## src/eida_pkg.sv

```systemverilog
// ----------------------------------------------------------------------------
// eida_pkg
// Shared types and codes for the entity id allocator: request and result
// beats, the classified command, and the back-end state encoding.
// ----------------------------------------------------------------------------
package eida_pkg;

  // request type codes as they arrive on the input beat
  localparam logic [2:0] REQ_CREATE   = 3'd0;
  localparam logic [2:0] REQ_DESTROY  = 3'd1;
  localparam logic [2:0] REQ_SET_SIG  = 3'd2;
  localparam logic [2:0] REQ_READ     = 3'd3;
  localparam logic [2:0] REQ_SET_INIT = 3'd4;
  localparam logic [2:0] REQ_SET_UPD  = 3'd5;
  localparam logic [2:0] REQ_LIST     = 3'd6;

  // status codes on the result beat
  localparam logic [1:0] STATUS_OK       = 2'd0;
  localparam logic [1:0] STATUS_NO_FREE  = 2'd1;
  localparam logic [1:0] STATUS_NOT_LIVE = 2'd2;
  localparam logic [1:0] STATUS_NO_LIVE  = 2'd3;

  // a list request emits at most this many beats
  localparam int MAX_RESULTS = 32;
  localparam int EMIT_W      = $clog2(MAX_RESULTS + 1);

  typedef struct packed {
    logic [2:0]  req_type;
    logic [4:0]  entity_id;
    logic [31:0] signature_in;
    logic        flag_in;
  } item_t;

  typedef struct packed {
    logic [1:0]  status;
    logic [4:0]  result_id;
    logic [31:0] signature_out;
    logic        initialized_out;
    logic        updated_out;
    logic        live_out;
    logic [5:0]  live_total;
    logic        last;
  } result_t;

  typedef enum logic [2:0] {
    OP_CREATE,
    OP_DESTROY,
    OP_SET_SIG,
    OP_READ,
    OP_SET_INIT,
    OP_SET_UPD,
    OP_LIST
  } op_t;

  // classified command handed from front to back
  typedef struct packed {
    op_t         op;
    logic [4:0]  id;
    logic        in_range;
    logic [31:0] sig;
    logic        flag;
  } cmd_t;

  typedef enum logic [2:0] {
    ST_IDLE,
    ST_ALLOC,
    ST_EXEC,
    ST_SCAN,
    ST_EMIT
  } back_state_t;

endpackage

```

## src/eida_fifo.sv

```systemverilog
// ----------------------------------------------------------------------------
// eida_fifo
// Small register queue with full and empty flags; the head entry is shown
// combinationally on dout.
// ----------------------------------------------------------------------------
module eida_fifo #(
  parameter int W  = 8,
  parameter int AW = 1
) (
  input  logic         clk,
  input  logic         rst,
  input  logic         push,
  input  logic [W-1:0] din,
  output logic         full,
  input  logic         pop,
  output logic [W-1:0] dout,
  output logic         empty
);

  localparam int DEPTH = 1 << AW;

  logic [W-1:0] mem [DEPTH];
  logic [AW-1:0] wr_ptr;
  logic [AW-1:0] rd_ptr;
  logic [AW:0]   count;
  logic          do_push;
  logic          do_pop;

  assign full    = (count == (AW+1)'(DEPTH));
  assign empty   = (count == '0);
  assign do_push = push && !full;
  assign do_pop  = pop && !empty;
  assign dout    = mem[rd_ptr];

  // pointers and fill level
  always_ff @(posedge clk) begin
    if (rst) begin
      wr_ptr <= '0;
      rd_ptr <= '0;
      count  <= '0;
    end else begin
      if (do_push) wr_ptr <= wr_ptr + 1'b1;
      if (do_pop) rd_ptr <= rd_ptr + 1'b1;
      if (do_push && !do_pop) count <= count + 1'b1;
      else if (do_pop && !do_push) count <= count - 1'b1;
    end
  end

  // storage
  always_ff @(posedge clk) begin
    if (do_push) mem[wr_ptr] <= din;
  end

endmodule

```

## src/eida_front.sv

```systemverilog
// ----------------------------------------------------------------------------
// eida_front
// Takes request beats, decodes the request type, range-checks the target id,
// masks the signature and queues the command for the back end.
// ----------------------------------------------------------------------------
module eida_front #(
  parameter int NUM_ENTITIES = 32,
  parameter int SIG_BITS     = 32
) (
  input  logic            clk,
  input  logic            rst,
  input  logic            push,
  input  eida_pkg::item_t item,
  output logic            full,
  output logic            cmd_valid,
  output eida_pkg::cmd_t  cmd,
  input  logic            cmd_pop
);
  import eida_pkg::*;

  localparam int SW = (SIG_BITS < 32) ? SIG_BITS : 32;
  localparam logic [31:0] SIG_MASK = 32'((64'(1) << SW) - 64'(1));

  cmd_t                cls;
  logic                keep;
  logic [$bits(cmd_t)-1:0] q_dout;
  logic                q_empty;

  // decode request type; the unused code is dropped here
  always_comb begin
    keep = 1'b1;
    cls.op = OP_READ;
    case (item.req_type)
      REQ_CREATE:   cls.op = OP_CREATE;
      REQ_DESTROY:  cls.op = OP_DESTROY;
      REQ_SET_SIG:  cls.op = OP_SET_SIG;
      REQ_READ:     cls.op = OP_READ;
      REQ_SET_INIT: cls.op = OP_SET_INIT;
      REQ_SET_UPD:  cls.op = OP_SET_UPD;
      REQ_LIST:     cls.op = OP_LIST;
      default:      keep = 1'b0;
    endcase
    cls.id       = item.entity_id;
    cls.in_range = (32'(item.entity_id) < 32'(NUM_ENTITIES));
    cls.sig      = item.signature_in & SIG_MASK;
    cls.flag     = item.flag_in;
  end

  // command queue between front and back
  eida_fifo #(
    .W  ($bits(cmd_t)),
    .AW (1)
  ) u_cmd_q (
    .clk   (clk),
    .rst   (rst),
    .push  (push && keep),
    .din   (cls),
    .full  (full),
    .pop   (cmd_pop),
    .dout  (q_dout),
    .empty (q_empty)
  );

  assign cmd       = cmd_t'(q_dout);
  assign cmd_valid = !q_empty;

endmodule

```

## src/eida_back.sv

```systemverilog
// ----------------------------------------------------------------------------
// eida_back
// Executes classified commands: owns the free-id queue, the per-id live and
// flag bits and the signature memory, and walks the live bits for a list.
// ----------------------------------------------------------------------------
module eida_back #(
  parameter int NUM_ENTITIES = 32,
  parameter int SIG_BITS     = 32
) (
  input  logic              clk,
  input  logic              rst,
  input  logic              cmd_valid,
  input  eida_pkg::cmd_t    cmd,
  output logic              cmd_pop,
  input  logic              res_full,
  output logic              res_push,
  output eida_pkg::result_t res
);
  import eida_pkg::*;

  localparam int IDW = $clog2(NUM_ENTITIES);
  localparam int CW  = $clog2(NUM_ENTITIES + 1);
  localparam int SW  = (SIG_BITS < 32) ? SIG_BITS : 32;

  back_state_t state, state_next;

  cmd_t              cur;
  logic [IDW-1:0]    cur_id;
  logic [IDW-1:0]    head;
  logic [IDW-1:0]    tail;
  logic [CW-1:0]     live_count;
  logic [EMIT_W-1:0] emitted;

  logic [NUM_ENTITIES-1:0] live_bits;
  logic [NUM_ENTITIES-1:0] init_bits;
  logic [NUM_ENTITIES-1:0] upd_bits;
  logic [NUM_ENTITIES-1:0] sig_valid;
  logic [NUM_ENTITIES-1:0] fq_written;

  logic [SW-1:0]  sig_mem [NUM_ENTITIES];
  logic [SW-1:0]  sig_rd;
  logic [IDW-1:0] fq_mem [NUM_ENTITIES];
  logic [IDW-1:0] fq_rd;
  logic [IDW-1:0] fq_rd_addr;
  logic           fq_rd_init;

  logic [IDW-1:0] sig_raddr;
  logic [IDW-1:0] nid;
  logic [SW-1:0]  cur_sig;
  logic           cur_init;
  logic           cur_upd;
  logic           cur_live;
  logic           q_empty;
  logic           alloc_ok;
  logic           free_ok;
  logic           exec_go;
  logic           emit_go;
  logic           list_last;
  result_t        exec_res;
  result_t        list_res;

  function automatic logic [IDW-1:0] wrap_inc(input logic [IDW-1:0] p);
    if (p == IDW'(NUM_ENTITIES - 1)) return '0;
    return p + 1'b1;
  endfunction

  // current entry as seen after the read stage
  assign nid      = fq_rd_init ? fq_rd_addr : fq_rd;
  assign cur_sig  = sig_valid[cur_id] ? sig_rd : '0;
  assign cur_init = init_bits[cur_id];
  assign cur_upd  = upd_bits[cur_id];
  assign cur_live = live_bits[cur_id];
  assign q_empty  = (live_count == CW'(NUM_ENTITIES));
  assign alloc_ok = (cur.op == OP_CREATE) && !q_empty;
  assign free_ok  = (cur.op == OP_DESTROY) && cur.in_range && cur_live;
  assign exec_go  = (state == ST_EXEC) && !res_full;
  assign emit_go  = (state == ST_EMIT) && !res_full;
  assign list_last = (32'(emitted) + 1 == 32'(live_count)) ||
                     (32'(emitted) == MAX_RESULTS - 1);

  // result of a single-beat command
  always_comb begin
    exec_res = '0;
    exec_res.last = 1'b1;
    exec_res.live_total = 6'(live_count);
    case (cur.op)
      OP_CREATE: begin
        if (q_empty) begin
          exec_res.status = STATUS_NO_FREE;
        end else begin
          exec_res.status          = STATUS_OK;
          exec_res.result_id       = 5'(cur_id);
          exec_res.signature_out   = 32'(cur_sig);
          exec_res.updated_out     = 1'b1;
          exec_res.live_out        = 1'b1;
          exec_res.live_total      = 6'(live_count + CW'(1));
        end
      end
      OP_DESTROY: begin
        exec_res.result_id = cur.id;
        if (free_ok) begin
          exec_res.status     = STATUS_OK;
          exec_res.live_total = 6'(live_count - CW'(1));
        end else begin
          exec_res.status = STATUS_NOT_LIVE;
          if (cur.in_range) begin
            exec_res.signature_out   = 32'(cur_sig);
            exec_res.initialized_out = cur_init;
            exec_res.updated_out     = cur_upd;
            exec_res.live_out        = cur_live;
          end
        end
      end
      OP_LIST: begin
        exec_res.status = STATUS_NO_LIVE;
      end
      default: begin
        exec_res.result_id = cur.id;
        if (!cur.in_range) begin
          exec_res.status = STATUS_NOT_LIVE;
        end else begin
          exec_res.status          = STATUS_OK;
          exec_res.signature_out   = (cur.op == OP_SET_SIG) ? 32'(SW'(cur.sig))
                                                            : 32'(cur_sig);
          exec_res.initialized_out = (cur.op == OP_SET_INIT) ? cur.flag : cur_init;
          exec_res.updated_out     = (cur.op == OP_SET_UPD) ? cur.flag : cur_upd;
          exec_res.live_out        = cur_live;
        end
      end
    endcase
  end

  // result of one list beat
  always_comb begin
    list_res = '0;
    list_res.status          = STATUS_OK;
    list_res.result_id       = 5'(cur_id);
    list_res.signature_out   = 32'(cur_sig);
    list_res.initialized_out = cur_init;
    list_res.updated_out     = cur_upd;
    list_res.live_out        = 1'b1;
    list_res.live_total      = 6'(live_count);
    list_res.last            = list_last;
  end

  // state register
  always_ff @(posedge clk) begin
    if (rst) state <= ST_IDLE;
    else state <= state_next;
  end

  // next state, handshakes and signature read address
  always_comb begin
    state_next = state;
    cmd_pop    = 1'b0;
    res_push   = 1'b0;
    res        = exec_res;
    sig_raddr  = cur_id;
    case (state)
      ST_IDLE: begin
        sig_raddr = IDW'(cmd.id);
        if (cmd_valid) begin
          cmd_pop = 1'b1;
          if (cmd.op == OP_CREATE && live_count != CW'(NUM_ENTITIES)) begin
            state_next = ST_ALLOC;
          end else if (cmd.op == OP_LIST && live_count != '0) begin
            state_next = ST_SCAN;
          end else begin
            state_next = ST_EXEC;
          end
        end
      end
      ST_ALLOC: begin
        sig_raddr  = nid;
        state_next = ST_EXEC;
      end
      ST_EXEC: begin
        if (!res_full) begin
          res_push   = 1'b1;
          state_next = ST_IDLE;
        end
      end
      ST_SCAN: begin
        if (live_bits[cur_id]) state_next = ST_EMIT;
      end
      ST_EMIT: begin
        res = list_res;
        if (!res_full) begin
          res_push   = 1'b1;
          state_next = list_last ? ST_IDLE : ST_SCAN;
        end
      end
      default: state_next = ST_IDLE;
    endcase
  end

  // command and scan position
  always_ff @(posedge clk) begin
    if (state == ST_IDLE && cmd_valid) begin
      cur    <= cmd;
      cur_id <= (cmd.op == OP_LIST) ? '0 : IDW'(cmd.id);
    end else if (state == ST_ALLOC) begin
      cur_id <= nid;
    end else if (state == ST_SCAN && !live_bits[cur_id]) begin
      cur_id <= cur_id + 1'b1;
    end else if (emit_go && !list_last) begin
      cur_id <= cur_id + 1'b1;
    end
  end

  // allocator state and per-id bits
  always_ff @(posedge clk) begin
    if (rst) begin
      head       <= '0;
      tail       <= '0;
      live_count <= '0;
      emitted    <= '0;
      live_bits  <= '0;
      init_bits  <= '0;
      upd_bits   <= '0;
      sig_valid  <= '0;
      fq_written <= '0;
    end else begin
      if (state == ST_IDLE) emitted <= '0;
      else if (emit_go) emitted <= emitted + 1'b1;
      if (exec_go) begin
        if (alloc_ok) begin
          live_bits[cur_id] <= 1'b1;
          init_bits[cur_id] <= 1'b0;
          upd_bits[cur_id]  <= 1'b1;
          head              <= wrap_inc(head);
          live_count        <= live_count + 1'b1;
        end
        if (free_ok) begin
          live_bits[cur_id]  <= 1'b0;
          init_bits[cur_id]  <= 1'b0;
          upd_bits[cur_id]   <= 1'b0;
          sig_valid[cur_id]  <= 1'b0;
          fq_written[tail]   <= 1'b1;
          tail               <= wrap_inc(tail);
          live_count         <= live_count - 1'b1;
        end
        if (cur.in_range) begin
          if (cur.op == OP_SET_SIG) sig_valid[cur_id] <= 1'b1;
          if (cur.op == OP_SET_INIT) init_bits[cur_id] <= cur.flag;
          if (cur.op == OP_SET_UPD) upd_bits[cur_id] <= cur.flag;
        end
      end
    end
  end

  // signature memory and free-id queue memory
  always_ff @(posedge clk) begin
    if (exec_go && cur.in_range && cur.op == OP_SET_SIG) begin
      sig_mem[cur_id] <= SW'(cur.sig);
    end
    if (exec_go && free_ok) begin
      fq_mem[tail] <= cur_id;
    end
    sig_rd     <= sig_mem[sig_raddr];
    fq_rd      <= fq_mem[head];
    fq_rd_addr <= head;
    fq_rd_init <= !fq_written[head];
  end

endmodule

```

## src/entity_id_allocator_table.sv

```systemverilog
// Flow: a request's beat waits in the command queue until the back end takes it in
// its idle state; a create that allocates then passes the alloc state, and the exec
// state pushes the result into the result queue. A list walks ids in the scan state and
// pushes one beat per live id from the emit state. The back end takes a new request only
// when back in idle, and a full result queue stalls it; the extra states serve its registered
// signature and free-queue memory reads. Reset: control state clears; no memory clearing pass.
// ----------------------------------------------------------------------------
// entity_id_allocator_table
// Entity id allocator with a fifo free list, per-id live and flag bits and a
// signature store, split into a classifying front end and an executing back
// end joined by a short command queue.
// ----------------------------------------------------------------------------
module entity_id_allocator_table #(
  parameter int NUM_ENTITIES = 32,
  parameter int SIG_BITS     = 32
) (
  input  logic              clk,
  input  logic              rst,
  input  logic              push,
  input  eida_pkg::item_t   item,
  output logic              full,
  input  logic              pop,
  output eida_pkg::result_t result,
  output logic              empty
);
  import eida_pkg::*;

  logic    cmd_valid;
  cmd_t    cmd;
  logic    cmd_pop;
  logic    res_full;
  logic    res_push;
  result_t res;
  logic [$bits(result_t)-1:0] rq_dout;

  // front end: accept and classify
  eida_front #(
    .NUM_ENTITIES (NUM_ENTITIES),
    .SIG_BITS     (SIG_BITS)
  ) u_front (
    .clk       (clk),
    .rst       (rst),
    .push      (push),
    .item      (item),
    .full      (full),
    .cmd_valid (cmd_valid),
    .cmd       (cmd),
    .cmd_pop   (cmd_pop)
  );

  // back end: execute against the tables
  eida_back #(
    .NUM_ENTITIES (NUM_ENTITIES),
    .SIG_BITS     (SIG_BITS)
  ) u_back (
    .clk       (clk),
    .rst       (rst),
    .cmd_valid (cmd_valid),
    .cmd       (cmd),
    .cmd_pop   (cmd_pop),
    .res_full  (res_full),
    .res_push  (res_push),
    .res       (res)
  );

  // result queue toward the consumer
  eida_fifo #(
    .W  ($bits(result_t)),
    .AW (2)
  ) u_res_q (
    .clk   (clk),
    .rst   (rst),
    .push  (res_push),
    .din   (res),
    .full  (res_full),
    .pop   (pop),
    .dout  (rq_dout),
    .empty (empty)
  );

  assign result = result_t'(rq_dout);

  // back end never pushes into a full result queue
  assert property (@(posedge clk) disable iff (rst) res_push |-> !res_full)
    else $error("result beat pushed into full queue");

  // a rejected create only happens with every id live
  assert property (@(posedge clk) disable iff (rst)
    (!empty && result.status == STATUS_NO_FREE) |-> (result.live_total == 6'(NUM_ENTITIES)))
    else $error("no free id reported while ids remain");

  // only list beats of live ids may come without last
  assert property (@(posedge clk) disable iff (rst)
    (!empty && !result.last) |-> (result.status == STATUS_OK && result.live_out))
    else $error("non-final beat that is not a live list entry");

  // result queue is empty right after reset
  assert property (@(posedge clk) $past(rst) |-> empty)
    else $error("result queue not empty after reset");

endmodule
```

## config.mk

```make
export PLATFORM = sky130hd
export DESIGN_NAME = entity_id_allocator_table
export DESIGN_NICKNAME = d
export VERILOG_FILES = /design/src/eida_pkg.sv /design/src/eida_fifo.sv /design/src/eida_front.sv /design/src/eida_back.sv /design/src/entity_id_allocator_table.sv
export SDC_FILE = /design/constraint.sdc
export NUM_CORES = 2
export LEC_CHECK = 0
export BUFFER_PORTS_ARGS = -buffer_cell sky130_fd_sc_hd__buf_4
export CORE_UTILIZATION = 59
export DETAILED_ROUTE_END_ITERATION = 16
export PLACE_DENSITY = 0.75
export SLEW_MARGIN = 25
export SYNTH_ARGS = -nofsm -noshare
export SYNTH_HDL_FRONTEND = slang
export SYNTH_SLANG_ARGS = --single-unit
```

## constraint.sdc

```tcl
create_clock -name clk -period 8.1 [get_ports clk]
set_clock_uncertainty 0.15 [all_clocks]
set_input_delay 0 -clock clk [delete_from_list [all_inputs] [get_ports clk]]
set_output_delay 0 -clock clk [all_outputs]
set_load 0.01 [all_outputs]
```

* Word-level counts from Yosys, hierarchy flattened *
Memories as Yosys holds them, arrays and structs flattened. A register that Yosys moved wholly into a read port is not among the register bits.
Index checks and enable logic that the tools add are counted.

cells by class
  multiply operators = 0
  mux-type cells = 111
  equality and inequality tests = 28
  magnitude comparators = 5
  shift operators = 0
  add/subtract/negate cells = 15
  divide/modulo/power cells = 0
  bitwise operators = 10
  reduce and logical (&&, ||, !) cells = 56

operators by type and width
  kind                                                                          number
  32-bit two-way mux                                                            27
  32-bit bitwise AND                                                            5
  32-bit OR                                                                     4
  37-bit one-hot mux with 3 select lines                                        1
  35-bit two-way mux                                                            3
  32-bit bitwise mux                                                            2
  5-bit two-way mux                                                             10
  49-bit two-way mux                                                            1
  37-bit two-way mux                                                            1
  1-bit two-way mux                                                             34
  32-bit by 6-bit == test with 1-bit output                                     1
  32-bit inverter                                                               1
  3-bit == test, second input constant                                          9
  1-bit binary-select mux with 5-bit select                                     5
  1-bit logical AND                                                             24
  3-bit two-way mux                                                             7
  5-bit by 6-bit less-than comparator with 1-bit output, second input constant  3
  6-bit two-way mux                                                             3
  3-bit one-hot mux with 6 select lines                                         1
  5-bit by 1-bit adder with 5-bit output, second input constant                 3
  3-bit by 2-bit == test with 1-bit output, second input constant               5
  3-bit zero test                                                               5
  3-bit one-hot mux with 5 select lines                                         1
  2-bit two-way mux                                                             7
  33 further kinds                                                              62

storage, ports and cells
  bits of input ports = 45
  ROM bits = 0
  bits in writable memories = 1,462
  flip-flop bits (word level) = 249
  latch bits = 0
  memories = 4
  word-level logic and storage cells = 253
  output and inout bits = 51

memory list
  name                 words  width  rd ports  clocked after memory_dff  write ports  RTL line         source
  u_back.sig_mem       32     32     1         1                         1            eida_back.sv:40  logic [SW-1:0] sig_mem [NUM_ENTITIES];
  u_res_q.mem          4      49     1         1                         1            eida_fifo.sv:22  logic [W-1:0] mem [DEPTH];
  u_back.fq_mem        32     5      1         1                         1            eida_back.sv:42  logic [IDW-1:0] fq_mem [NUM_ENTITIES];
  u_front.u_cmd_q.mem  2      41     1         1                         1            eida_fifo.sv:22

* Logic depth before layout (Yosys ltp) *
  word-level depth = 16
  gate-level depth with buffers = 13
  gate-level depth less buffers = 11

* By module *
From an unflattened synthesis, not the netlist that was laid out.

unflattened totals
  cell total of the unflattened synthesis = 5,188
  area, all modules = 70,296.2 sq um

modules (own cells, without submodules)
  module                        seq. area each (sq um)  area an instance (sq um)  times used  cells each
  eida_back                     41,529.8                59,475.8                  1           4,721
  eida_fifo at u_res_q          6,065.8                 7,549.7                   1           304
  eida_fifo at u_front.u_cmd_q  2,622.5                 3,238.1                   1           156
  eida_front                    0.0                     32.5                      1           7

* Worst setup path before layout *
Ideal clock, no wire load.

  kind = reg-to-reg
  start = reg u_back.state[1]
  end = mem u_res_q.mem[0][0] in the netlist's numbering (enable)
  stages on the path, launching flop included = 7
  data arrival time = 3.654 ns
  slack = 3.834 ns
  required time = 7.488 ns
  period minus slack after synthesis = 4.266 ns
  setup time = 0.462 ns
  path buffers = 2
  cells stage by stage = dfxtp_1 -> clkbuf_1 -> nand2b_1 -> nor3_1 -> clkbuf_1 -> nor2_1 -> nor2b_1

on the way
  word-level cells in the longest chain between the ends = 6
  elaborated cells on any way between the ends = 7
  those cells by class = eq/ne (2); mux (3); reduce/logical (2)

ends and longest elaborated chain
  what                                                                              RTL line          source
  start, declared                                                                   eida_back.sv:25   back_state_t state, state_next;
  start signal, assigned                                                            eida_back.sv:149  else state <= state_next;
  3-bit == test / 3-bit by 2-bit == test with 1-bit output (equally long branches)  eida_back.sv:159  case (state)
  2-bit OR reduction (no source line) *                                             n/a
  1-bit two-way mux *                                                               n/a
  1-bit logical AND *                                                               eida_fifo.sv:31   assign do_push = push && !full;
  1-bit two-way mux *                                                               eida_fifo.sv:51   if (do_push) mem[wr_ptr] <= din;
  1-bit two-way mux (implied by the code) *                                         eida_fifo.sv:51
  end, declared                                                                     eida_fifo.sv:22

Every way passes the cells marked *; elsewhere a longest branch is shown, timed or not.

* Worst setup path after layout *
  start = reg u_back.cur_id[4]
  end = mem u_back.fq_mem[30][2] in the netlist's numbering (enable)

on the way
  word-level cells in the longest chain between the ends = 6

ends and longest elaborated chain
  what                                       RTL line          source
  start, declared                            eida_back.sv:28   logic [IDW-1:0] cur_id;
  start signal, assigned                     eida_back.sv:201  cur_id <= (cmd.op == OP_LIST) ? '0 : IDW'(cmd.id);
  start signal, assigned                     eida_back.sv:203  cur_id <= nid;
  start signal, assigned                     eida_back.sv:205  cur_id <= cur_id + 1'b1;
  1-bit binary-select mux with 5-bit select  eida_back.sv:72   assign cur_live = live_bits[cur_id];
  1-bit two-way mux (implied by the code)    eida_back.sv:72
  1-bit logical AND                          eida_back.sv:75   assign free_ok = (cur.op == OP_DESTROY) && cur.in_range && cur_live;
  1-bit logical AND                          eida_back.sv:257  if (exec_go && free_ok) begin
  1-bit two-way mux                          eida_back.sv:257
  1-bit two-way mux (implied by the code)    eida_back.sv:258  fq_mem[tail] <= cur_id;
  end, declared                              eida_back.sv:42

No other way between the ends. The select of a mux whose other input is x is not followed.

==> impl_metrics.yaml <==
run_status:
  status: "completed"
timing:
  fmax_ghz: 0.229
  setup_ws_ns: 3.73
  setup_tns_ns: 0
  slew_violations: 0
  relSlewSlack: 0.169
  rsz0062_at_grt: "false"
  hold_viol: 0
  setup_viol: 0
  fin_crit_sh: 0.540
  fin_crit_ns: 4.37
  worst_slew_pin_slew_ns: 1.25
synth:
  syn_area_per_cell_um2: 14.0
  ys_seq_area_frac: 0.721
  synth_cell_types: 72
  syn_nets: 5015
  async_flop_share: 0
  synth.cell_area_um2: 69500
  synth_warnings: 0
  synth_top_area_share: 0.652
  synthTopCellsByArea: "edfxtp_1 (65%), dfxtp_1 (7.0%), nand2_1 (5.6%)"
  synth_flop_cell: "edfxtp_1"
  yosys_register_bits: 1750
  synthTopCellsByCount: "edfxtp_1 (1508), nand2_1 (1042), dfxtp_1 (242), clkbuf_1 (197), a31oi_1 (196)"
  synth_top_cell_by_area: "edfxtp_1"
  synth_most_common_cell: "edfxtp_1"
  synth_edf_count: 1508
  synthCells: 4947
power_and_ir_drop:
  power_density_nw_per_um2: 355
  p_leak_nw: 26.5
  ir_drop_v: 0.000417
routing:
  dr_total_vias: 43100
  drtIter0Drc: 5812
  ant_nets: 0
  drc_errors: 0
  viasPerCell: 6.40
  drt_first_pass_iters: 5
  wl_um: 175000
  drt-wirelength-per-cell_um: 25.9
critical_path:
  path_cells: "buf_4 -> nand2b_1 -> o32ai_1 -> o21ai_1 -> a31oi_4 -> and2_2 -> nand2_1 -> nor2_1"
  rrSetupSlack_ns: 3.73
  crit_slowest_cell: "buf_4"
  cp.required_ns: 8.37
  end_kind: "flop"
  cpLargestDelayFamily: "simple AND/OR/NAND/NOR gates"
  path_max_fanout: 76
  worst-path-buf-inv: 1
  crit_path_max_incr_delay_ns: 0.67
  crit_type: "flop to flop"
  crit_arrival_ns: 4.64
  startpoint_type: "flop"
clock_network:
  cts_resized: 0
  clk_path_buf_depth: 3
  cts_sinks: 1750
  cts_inserted_buffers: 169
  tritoncts: "built"
  cts_root_buf: "clkbuf_16"
  cts_setup_buffers: 0
  worstSkewPairLatency_ns: 0.79
  htree_levels: 4
  clkTransAtPathRegs_ns: 0.06
  hold_buffers: 84
global_routing:
  grt_pass1_wl_um: 260000
  use_met1: 0.396
  grt_pass1_vias: 42300
  grt_use_met2: 0.458
  antenna_found_initial: 0
  grt_max_degree: 202
  grt-ovfl-total: 0
  grt_usage: 0.291
  gr-usage-met3: 0.0494
  grt-busiest-layer: "met2"
placed_design:
  place_congestion: 0.843
  dpl_cell_area_um2: 71600
  place_ws_ns: 3.63
  port_buffers: 95
  dp_hpwl_um: 88900
min_path:
  hold_path.class: "input port to flop"
cells_and_area:
  multi_input_area_um2: 17900
  nets: 5139
  antenna_cells: 0
  seqCellArea_um2: 50100
  areaGrowthSynthToFinish_pct: 12.7
  postLayoutCellArea_um2: 78300
  drive_gt1_frac: 0.143
  fill_cells: 7591
floorplanning:
  die_area_um2: 119000
  chipWidth_um: 345
  rows: 125
  core_area_um2: 117000
  initial_core_util: 0.596
  die_h_um: 345
  io_pins: 96
flow_run:
  max_cap_viol_count: 0
==> area by class of cell <==
class                      instances  area share
sequential                      1750       0.640
multi-input combinational       2813       0.229
clock buffer                     235      0.0609
timing repair buffer             282      0.0330
tap                             1524      0.0244
clock inverter                    76     0.00965
inverter                          55     0.00265
==> power breakdown <==
part	internal (mW)	switching, mW
Combinational	2.67	5.45
Clock	4.50	3.30
Sequential	11.2	0.675
==> routing by layer <==
metal | vias up | part of all wire
li1 | 18900 | -
met1 | 21300 | 0.38
met2 | 2505 | 0.47
met3 | 380 | 0.10
met4 | 0 | 0.049
met5 | - | 0
==> cells by family after synthesis <==
group | synth area share
buffers and inverters | 0.0238
DFF | 0.721
muxes | 0.0615
and+or+nand+nor | 0.107
adders and majority gates | 0.00425
xor gates and xnor gates | 0.00265
AOI/OAI and AO/OA | 0.0793
==> registers in the layout (all words and copies together) (netlist names), 6 cells and up, named ones only <==
| register | cells |
|---|---|
| u_front.u_cmd_q.mem | 82 |
| u_back.live_bits | 31 |
| u_back.emitted | 6 |
| u_back.sig_rd | 32 |
| u_back.sig_valid | 31 |
| u_res_q.mem | 196 |
| u_back.fq_mem | 160 |
| u_back.live_count | 6 |
| u_back.sig_mem | 1024 |
| u_back.init_bits | 31 |
| u_back.upd_bits | 31 |
| u_back.cur | 41 |
| u_back.fq_written | 32 |
==> stage by stage <==
| step | hold WS, ns | utilization | cells | power (mW) |
|---|---|---|---|---|
| finish | 0.0645 | 0.672 | 6735 | 27.8 |
| global route | 0.0541 | 0.672 | 6735 | 28.8 |
| CTS | 0.0223 | 0.669 | 6716 | 27.6 |
| detailed placement | 0.0405 | 0.615 | 6321 | 19.8 |
| global placement | 0.0368 | 0.614 | 6317 | 19.6 |
| floorplan | -0.0511 | - | 4947 | 17.0 |
==> path summary, 6_finish.rpt <==
kind / depth (start not counted) / startpoint / to
hold reg to reg: 2 / u_back.fq_written[6] / u_back.fq_written[6]
setup / recovery: 8 / u_back.cur_id[4] / u_back.fq_mem[30][2]
setup reg to reg: 8 / u_back.cur_id[4] / u_back.fq_mem[30][2]
hold / removal: 5 / pop / flop
==> worst reg2reg max path, stage by stage (launching register included) <==
cell and delay [ns]:
edfxtp_1 0.41, buf_4 0.67, nand2b_1 0.20, o32ai_1 0.30, o21ai_1 0.19, a31oi_4 0.56, and2_2 0.59, nand2_1 0.45
nor2_1 0.50
==> placed cells by master, fill, tap and decap left out, types with 8 or more instances in the layout <==
master	netlist	final
edfxtp_1	1508	1508
nand2_1	1042	1040
dfxtp_1	242	236
a31oi_1	196	196
clkbuf_16	0	174
and3_1	171	171
nor2_1	186	169
buf_4	6	168
nand3_1	166	166
a21oi_1	146	145
mux4_2	142	142
o21ai_0	134	132
a22oi_1	128	128
a32oi_1	93	93
dlygate4sd3_1	0	84
mux2i_1	57	57
nor2b_1	50	46
mux2_2	45	45
clkbuf_1	197	42
a211oi_1	36	36
inv_2	0	31
a211oi_2	30	30
clkinv_1	1	25
inv_1	54	22
ha_1	22	22
buf_8	0	21
clkinv_2	0	20
clkbuf_8	0	18
nor3_1	18	17
nand2b_1	16	16
or3_1	15	15
nor2_4	0	14
xnor2_1	12	12
bufinv_16	0	12
o22ai_1	9	9
xor2_1	9	9
nand3b_1	8	8
clkinvlp_4	0	8
Power figures use the tool's default switching activity.
